## src/design/tdli_pkg.sv

```systemverilog
// ---------------------------------------------------------------------------
// Timestamped delay line interpolator package
// Shared payload types and controller/datapath command and status structs.
// ---------------------------------------------------------------------------
package tdli_pkg;

	typedef struct packed {
		logic [31:0]        now_time;
		logic signed [31:0] now_value;
		logic [31:0]        wanted_time;
		logic               first_query;
	} in_item_t;

	typedef struct packed {
		logic signed [31:0] result_value;
		logic               store_full;
	} out_item_t;

	// Read address source
	localparam logic [2:0] RA_NEWEST = 3'd0;
	localparam logic [2:0] RA_PTR    = 3'd1;
	localparam logic [2:0] RA_PTR_P1 = 3'd2;
	localparam logic [2:0] RA_ZERO   = 3'd3;

	typedef struct packed {
		logic       load_item;   // capture input beat
		logic       rd_en;
		logic [2:0] rd_sel;
		logic       cap_a;       // capture read data into slot A (t1/v1)
		logic       cap_b;       // capture read data into slot B (t2/v2)
		logic       cap_oldest;  // capture slot 0 value
		logic       cap_newest;  // capture newest value
		logic       ptr_newest;  // pointer := newest
		logic       ptr_start;   // pointer := search start
		logic       ptr_dec;
		logic       ptr_inc;
		logic       wr_en;       // write now sample at pointer
		logic       wr_val;      // overwrite only the value at pointer
		logic       wr_fill;     // write at fill_count (append)
		logic       upd_trunc;   // newest := ptr, fill := ptr+1
		logic       hint_clear;
		logic       hint_set;
		logic       flag_full;
		logic       set_pair_now; // B := (now_time, now_value)
		logic       set_pair_wide; // A := (0, oldest), B := (now, newest)
		logic       res_now;
		logic       res_a;
		logic       res_v1;
		logic       res_newest;
		logic       div_start;
		logic       emit;
	} ctl_t;

	typedef struct packed {
		logic fq;
		logic empty;
		logic full;
		logic near_tw;     // near(now_time, wanted)
		logic rd_near_t;   // near(rd_time, now_time)
		logic rd_lt_t;     // rd_time < now_time
		logic rd_gt_t;     // rd_time > now_time
		logic ptr_zero;
		logic ptr_p1_lt_fill;
		logic ptr_is_newest;
		logic w_lt_rd;     // wanted < rd_time
		logic in_pair;     // t1 <= w <= t2
		logic t1_ge_now;
		logic lerp_v1;     // lerp answers v1 directly
		logic lerp_v2;     // lerp answers v2 directly
		logic div_done;
	} sts_t;

endpackage

```

## src/design/tdli_ctrl.sv

```systemverilog
// ---------------------------------------------------------------------------
// Delay line controller
// Sequences store update, backward searches and interpolation per query.
// ---------------------------------------------------------------------------
module tdli_ctrl (
	input  logic           clk,
	input  logic           arst_n,
	input  logic           start,
	input  tdli_pkg::sts_t sts,
	output tdli_pkg::ctl_t ctl,
	output logic           busy,
	output logic           done
);

	localparam logic [4:0] S_IDLE    = 5'd0;
	localparam logic [4:0] S_UPD_RD  = 5'd1;
	localparam logic [4:0] S_UPD_CHK = 5'd2;
	localparam logic [4:0] S_FS_RD   = 5'd3;
	localparam logic [4:0] S_FS_CHK  = 5'd4;
	localparam logic [4:0] S_FS_NXT  = 5'd5;
	localparam logic [4:0] S_FS_NCHK = 5'd6;
	localparam logic [4:0] S_Q       = 5'd7;
	localparam logic [4:0] S_Q_OLD   = 5'd8;
	localparam logic [4:0] S_Q_NEW   = 5'd9;
	localparam logic [4:0] S_IS_RD   = 5'd10;
	localparam logic [4:0] S_IS_CHK  = 5'd11;
	localparam logic [4:0] S_P_RD    = 5'd12;
	localparam logic [4:0] S_P_CAP   = 5'd13;
	localparam logic [4:0] S_DECIDE  = 5'd14;
	localparam logic [4:0] S_LERP    = 5'd15;
	localparam logic [4:0] S_DIV     = 5'd16;
	localparam logic [4:0] S_OUT     = 5'd17;
	localparam logic [4:0] S_Q_W     = 5'd18;
	localparam logic [4:0] S_Q_OCAP  = 5'd19;

	logic [4:0] state_q, state_d;
	logic       wide_q, wide_d;

	assign busy = state_q != S_IDLE;

	always_comb begin
		ctl     = '0;
		state_d = state_q;
		wide_d  = wide_q;
		done    = 1'b0;
		unique case (state_q)
			S_IDLE: begin
				if (start) begin
					ctl.load_item = 1'b1;
					state_d       = S_UPD_RD;
				end
			end
			S_UPD_RD: begin
				if (sts.fq) begin
					ctl.hint_clear = 1'b1;
					ctl.rd_en      = 1'b1;
					ctl.rd_sel     = tdli_pkg::RA_NEWEST;
					ctl.ptr_newest = 1'b1;
					state_d        = S_UPD_CHK;
				end else begin
					state_d = S_Q;
				end
			end
			S_UPD_CHK: begin
				if (!sts.empty && sts.rd_near_t) begin
					// The newest slot keeps its own time; only the value changes.
					ctl.wr_val = 1'b1;
					state_d    = S_Q;
				end else if (sts.empty || sts.rd_lt_t) begin
					if (sts.full) ctl.flag_full = 1'b1;
					else          ctl.wr_fill   = 1'b1;
					state_d = S_Q;
				end else begin
					// The read of the newest slot is already held: examine it.
					state_d = S_FS_CHK;
				end
			end
			S_FS_RD: begin
				ctl.rd_en  = 1'b1;
				ctl.rd_sel = tdli_pkg::RA_PTR;
				state_d    = S_FS_CHK;
			end
			S_FS_CHK: begin
				if (sts.rd_near_t) begin
					ctl.wr_en = 1'b1; ctl.upd_trunc = 1'b1; state_d = S_Q;
				end else if (sts.rd_lt_t) begin
					if (sts.ptr_p1_lt_fill) begin
						ctl.rd_en = 1'b1; ctl.rd_sel = tdli_pkg::RA_PTR_P1;
						state_d = S_FS_NXT;
					end else begin
						ctl.wr_en = 1'b1; ctl.upd_trunc = 1'b1; state_d = S_Q;
					end
				end else if (sts.ptr_zero) begin
					ctl.wr_en = 1'b1; ctl.upd_trunc = 1'b1; state_d = S_Q;
				end else begin
					ctl.ptr_dec = 1'b1; state_d = S_FS_RD;
				end
			end
			S_FS_NXT: state_d = S_FS_NCHK;
			S_FS_NCHK: begin
				if (sts.rd_gt_t || sts.rd_near_t) ctl.ptr_inc = 1'b1;
				state_d = S_Q_W;
			end
			S_Q_W: begin
				ctl.wr_en = 1'b1; ctl.upd_trunc = 1'b1; state_d = S_Q;
			end
			S_Q: begin
				if (sts.near_tw || sts.empty) begin
					ctl.res_now = 1'b1; state_d = S_OUT;
				end else begin
					ctl.rd_en = 1'b1; ctl.rd_sel = tdli_pkg::RA_ZERO;
					state_d = S_Q_OCAP;
				end
			end
			S_Q_OCAP: begin
				ctl.cap_oldest = 1'b1;
				if (sts.w_lt_rd) begin
					ctl.res_a = 1'b1; state_d = S_OUT;
				end else begin
					ctl.rd_en = 1'b1; ctl.rd_sel = tdli_pkg::RA_NEWEST;
					state_d = S_Q_OLD;
				end
			end
			S_Q_OLD: begin
				ctl.ptr_start = 1'b1; state_d = S_Q_NEW;
			end
			S_Q_NEW: begin
				ctl.cap_newest = 1'b1; state_d = S_IS_RD;
			end
			S_IS_RD: begin
				ctl.rd_en = 1'b1; ctl.rd_sel = tdli_pkg::RA_PTR; state_d = S_IS_CHK;
			end
			S_IS_CHK: begin
				if (sts.ptr_zero || !sts.w_lt_rd) begin
					ctl.hint_set = 1'b1; ctl.cap_a = 1'b1;
					if (sts.ptr_is_newest) begin
						ctl.set_pair_now = 1'b1; state_d = S_DECIDE;
					end else begin
						ctl.rd_en = 1'b1; ctl.rd_sel = tdli_pkg::RA_PTR_P1;
						state_d = S_P_RD;
					end
				end else begin
					ctl.ptr_dec = 1'b1; state_d = S_IS_RD;
				end
			end
			S_P_RD: state_d = S_P_CAP;
			S_P_CAP: begin
				ctl.cap_b = 1'b1; state_d = S_DECIDE;
			end
			S_DECIDE: begin
				wide_d = 1'b0;
				if (sts.in_pair) state_d = S_LERP;
				else if (sts.t1_ge_now) begin
					ctl.res_newest = 1'b1; state_d = S_OUT;
				end else begin
					ctl.set_pair_wide = 1'b1; wide_d = 1'b1; state_d = S_LERP;
				end
			end
			S_LERP: begin
				if (sts.lerp_v2) begin
					ctl.cap_b = 1'b0; state_d = S_OUT;
					ctl.res_newest = wide_q;
					ctl.res_now = !wide_q && sts.ptr_is_newest;
					ctl.res_a = 1'b0;
					if (!wide_q && !sts.ptr_is_newest) begin
						ctl.res_a = 1'b1; // read data still holds slot s+1
					end
				end else if (sts.lerp_v1) begin
					ctl.res_v1 = 1'b1; state_d = S_OUT;
				end else begin
					ctl.div_start = 1'b1; state_d = S_DIV;
				end
			end
			S_DIV: begin
				ctl.emit = 1'b1;
				if (sts.div_done) state_d = S_OUT;
			end
			S_OUT: begin
				done = 1'b1; state_d = S_IDLE;
			end
			default: state_d = S_IDLE;
		endcase
	end

	always_ff @(posedge clk or negedge arst_n) begin
		if (!arst_n) begin
			state_q <= S_IDLE;
			wide_q  <= 1'b0;
		end else begin
			state_q <= state_d;
			wide_q  <= wide_d;
		end
	end

endmodule

```

## config.mk

```make
export PLATFORM = sky130hd
export DESIGN_NAME = tdli_ctrl
export DESIGN_NICKNAME = d
export VERILOG_FILES = /design/src/design/tdli_pkg.sv /design/src/design/tdli_ctrl.sv
export SDC_FILE = /design/constraint.sdc
export NUM_CORES = 1
export LEC_CHECK = 0
export BUFFER_PORTS_ARGS = -buffer_cell sky130_fd_sc_hd__buf_2
export CAP_MARGIN = 20
export CORE_MARGIN = 2
export CORE_UTILIZATION = 30
export CTS_CLUSTER_SIZE = 10
export DETAILED_ROUTE_END_ITERATION = 6
export HOLD_SLACK_MARGIN = 0.08
export SLEW_MARGIN = 30
export SYNTH_ARGS = -nofsm -noshare
export SYNTH_HDL_FRONTEND = slang
export SYNTH_SLANG_ARGS = --single-unit
```

## constraint.sdc

```tcl
create_clock -name clk -period 4.7 [get_ports clk]
set_clock_uncertainty 0.1 [all_clocks]
set_input_delay 0.235 -clock clk [delete_from_list [all_inputs] [get_ports clk]]
set_output_delay 0.235 -clock clk [all_outputs]
set_load 0.005 [all_outputs]
```

Word-level counts from Yosys, hierarchy flattened
Index checks and enable logic that the tools add are counted.

storage, ports and cells
  bits in latches = 0
  ROM bits = 0
  bits in writable memories = 0
  memories kept = 0
  input bits = 19
  output and inout port bits = 30
  logic and storage cells = 121
  flip-flop bits (word level) = 6

cells by class
  eq/ne operators = 21
  multiply operators = 0
  bitwise operators = 0
  add/sub/neg operators = 0
  reduce and logical (&&, ||, !) cells = 15
  order comparisons = 0
  divide/modulo/power cells = 0
  shift operators = 0
  mux-type cells = 83

operators with widths
  operator                                                          number
  5-bit one-hot mux with 19 select lines                            1
  1-bit two-way mux                                                 50
  5-bit two-way mux                                                 10
  5-bit by 4-bit == test with 1-bit output (second input constant)  8
  4-bit two-way mux                                                 7
  4-bit one-hot mux with 6 select lines                             1
  5-bit by 3-bit == test with 1-bit output (second input constant)  4
  5-bit == test (second input constant)                             4
  2-bit two-way mux                                                 6
  5-bit by 2-bit == test with 1-bit output (second input constant)  2
  1-bit one-hot mux with 2 select lines                             5
  3-bit two-way mux                                                 3
  5-bit by 1-bit == test with 1-bit output (second input constant)  1
  5-bit zero test                                                   1
  5-bit nonzero test                                                1
  1-bit zero test                                                   4
  1-bit logical OR                                                  4
  2-bit inequality test (second input constant)                     2
  1-bit logical AND                                                 3
  2-bit AND reduction                                               1
  2-bit OR reduction                                                1

Logic depth before layout (Yosys ltp)
  word-level depth = 5
  gate-level depth with buffers = 7

Worst setup path after synthesis
OpenSTA, ideal clock, no wires.

  path kind = register -> output
  start point = register state_q[3]
  end point = output ctl[26] (netlist bit)
  cell stages (with the launch flop) = 6
  path buffers = 1
  path slack = 2.915 ns
  data required time = 4.365 ns
  arrival = 1.450 ns
  cells stage by stage = dfrtp_1 > buf_6 > xnor2_1 > o32ai_1 > and3_4 > or4b_1

RTL lines
  what                    RTL line          RTL
  from (decl)             tdli_ctrl.sv:36   logic [4:0] state_q, state_d;
  from (signal assigned)  tdli_ctrl.sv:190  state_q <= state_d;
  to (decl)               tdli_ctrl.sv:10   output tdli_pkg::ctl_t ctl,

==> summary.md <==
| Metric | Value |
|---|---|
| Worst Path Required | 4370 ps |
| Vias per inst | 5.41 |
| Delay-heaviest family, CP | simple AND/OR/NAND/NOR gates |
| GR Util All Layers | 0.168 |
| Power density over the cells | 505 nW/µm² |
| Largest family of logic cells by synthesized area | simple AND/OR/NAND/NOR gates |
| Port bufs | 47 |
| Design Area, Final | 1180 µm² |
| Grt total ovfl | 0 |
| Tot Pwr | 0.596 mW |
| Clock Latency Late Sink | 240 ps |
| Inserted Clock Buffers | 3 |
| Core Box Area | 3030 µm² |
| Crit path kind | flop to primary output |
| CP cell instances | nand2b_1, o32ai_1, and3_4, or4b_1, buf_2 |
| DPL Wire Length | 2.29 mm |
| Most frequent cell after synthesis | nor3_1 |
| Post-synth EDFFs | 0 |
| First-pass GRT wire length | 4.66 mm |
| Synthesized net count | 157 |
| Crit-path max cell delay | 770 ps |
| Top cells by area, synth | dfrtp_1 (16%), nor3_1 (7.9%), nor2_1 (5.5%) |
| Antenna fix cells | 0 |
| RSZ-0062 raised after global routing | false |
| Crit end category | primary output |
| Worst VDD drop | 0.000244 V |
| Ys Warns | 0 |
| Clock sinks | 6 |
| Leakage power figure | 0.533 nW |
| Crit-path max FO | 22 |
| Starting Density | 0.314 |
| Seq pwr share | 0.292 |
| Pin count of the biggest net entering global routing | 27 |
| Synth top area share | 0.158 |
| Drt initial violations | 59 |
| Antenna Nets Post-Route | 0 |
| DIE AREA | 3640 µm² |
| CP Launch Type | flop |
| Row count | 20 |
| Sw Pwr | 0.317 mW |
| Part of the cycle the worst path needs | 0.558 |
| Register area share after synthesis | 0.158 |
| Clock transition at path regs | 40 ps |
| Number of synthesized register bits | 6 |
| WL/cell | 13.4 µm |
| Clock root buffer master | clkbuf_4 |
| Max Freq | 381 MHz |
| DIE HEIGHT | 60.3 µm |
| Fill count | 325 |
| Synth Cell Area | 951 µm² |
| XOR/XNOR Fraction of Synth Area | 0.00921 |
| Die width | 60.3 µm |
| Number of global-route vias before repair | 972 |
| Antenna violations before repair | 0 |
| Hold WS | 216 ps |
| Ys async rst share | 1.00 |
| Clock tree buffer depth | 2 |
| 1st-pass router iterations | 4 |
| Critical path arrival | 2290 ps |
| CTS tree | yes |
| Placed insts | 216 |
| Hold Path Class | input pin to flop |
| Simple-Gate Fraction of Synth Area | 0.437 |
| Placed instance area | 1150 µm² |
| # DRC | 0 |
| Max_cap viols | 0 |
| Final Non-Filler Cells | 220 |
| H-Tree Depth | 1 |
| I/O pins | 49 |
| Post-layout minimum cycle time | 2620 ps |
| Final Hold Fails | 0 |
| Final Wtd Congestion | 0.932 |
| Status | complete, no violations |
| Cell taking the most area after synthesis | dfrtp_1 |
| Avg Inst Size Synth | 6.89 µm² |
| Ys flop type | dfrtp_1 |
| Most common library cells after synthesis | nor3_1 (15), nor2_1 (14), nand2_1 (10) |
| Worst-Margin Slew | 771 ps |
| Layout area overhead | 24.2% |
| Pins Over Slew Limit | 0 |
| Sw Ratio | 0.533 |
| Clock share of power | 0.076 |
| Combinational share of power | 0.632 |
| Mux contribution to synthesized area | 0 |
| Setup_tns | 0 ps |
| Slew headroom | 0.486 |
| Netlist cell types | 46 |
| Routed WL | 2.95 mm |
| CP max-delay cell | dfrtp_1 |
| Synth Area in Compound Gates | 0.275 |
| Final net count | 197 |
| Final setup vio count | 0 |
| Vias | 1,190 |
| Post-Synth Adder-Cell Area | 0 |
| Mapped Cells | 138 |
| CP Buf/Inv Count | 1 |
| Share of layout cells above drive strength 1 | 0.335 |
| Int Pwr | 0.279 mW |
cell families (layout without fill, tap and decap cells):
kind of cell / count (synthesis) / after routing
DFF: 6 / 6
AOI/OAI and AO/OA: 38 / 38
xor gates and xnor gates: 1 / 1
and+or+nand+nor: 74 / 74
other: 1 / 1
buffers and inverters: 18 / 56
cell type report:
class | instances | area, µm² | area share
clock buffer | 3 | 22.5 | 0.0191
inverter | 5 | 18.8 | 0.0159
multi-input combinational | 114 | 689 | 0.584
sequential | 6 | 150 | 0.127
tap | 44 | 55.1 | 0.0466
timing repair buffer | 48 | 245 | 0.208
per-stage QoR:
stage,util,setup slack [ps]
6_report,0.390,2080
5_1_grt,0.390,1930
4_1_cts,0.390,2110
3_5_place_dp,0.379,2370
3_3_place_gp,0.379,2430
2_1_floorplan,-,2910
power groups by stage:
stage	clock [mW]	sequential (mW)	combinational [mW]
final	0.0452	0.174	0.377
after global routing	0.0524	0.183	0.418
after CTS	0.0475	0.171	0.376
after detailed placement	0	0.172	0.373
after global placement	0	0.171	0.374
after floorplan	0	0.0900	0.370
per-layer routing:
layer / share of wire / global-route usage / routed length, µm
met3: 0.090 / 0.0325 / 266
met4: 0.0047 / 0.0349 / 14
met2: 0.46 / 0.259 / 1350
met1: 0.45 / 0.242 / 1320
met5: 0 / 0 / 0
registers in the layout (all words and copies together), names as in the netlist:
register,flops
state_q,5
wide_q,1
repair_timing:
action	in CTS	in global routing
gates resized for setup	0	0
hold buffers	1	0
buffers inserted	0	0
hold endpoints to repair	6	0
tightest hold or removal path, cell delays in order:
cell      delay (ps)
buf_2            100
nor4_1            50
nand2b_1         130
cells in the final DEF, fill, tap and decap left out, types with 2 or more instances in the layout:
cell type	Yosys	layout
dfrtp_1	6	6
o41ai_1	2	2
nor2_1	14	14
nand3_1	2	2
nor3b_1	5	5
buf_2	5	47
nor4_1	4	4
a31oi_1	3	3
nor2b_1	3	3
nand2b_1	5	5
nand2_1	10	10
o22ai_1	3	3
a21oi_1	9	9
o211ai_1	3	3
clkbuf_4	0	3
o21ai_0	6	6
nand3b_1	2	2
inv_1	5	5
or3_1	2	2
and2_1	2	2
nor3_1	15	15
worst paths after layout:
path / startpoint / to / slack (ps) / cells past startpoint
setup / recovery: state_q[3] / ctl[26] / 2080 / 5
hold / removal: sts[3] / wide_q / 220 / 3
setup reg to reg: state_q[1] / state_q[1] / 2550 / 4
hold reg to reg: wide_q / wide_q / 490 / 2
max in group asynchronous: arst_n / state_q[2] / 4120 / 2
min in group asynchronous: arst_n / state_q[4] / 240 / 2
(Power assumes the default switching activity.)
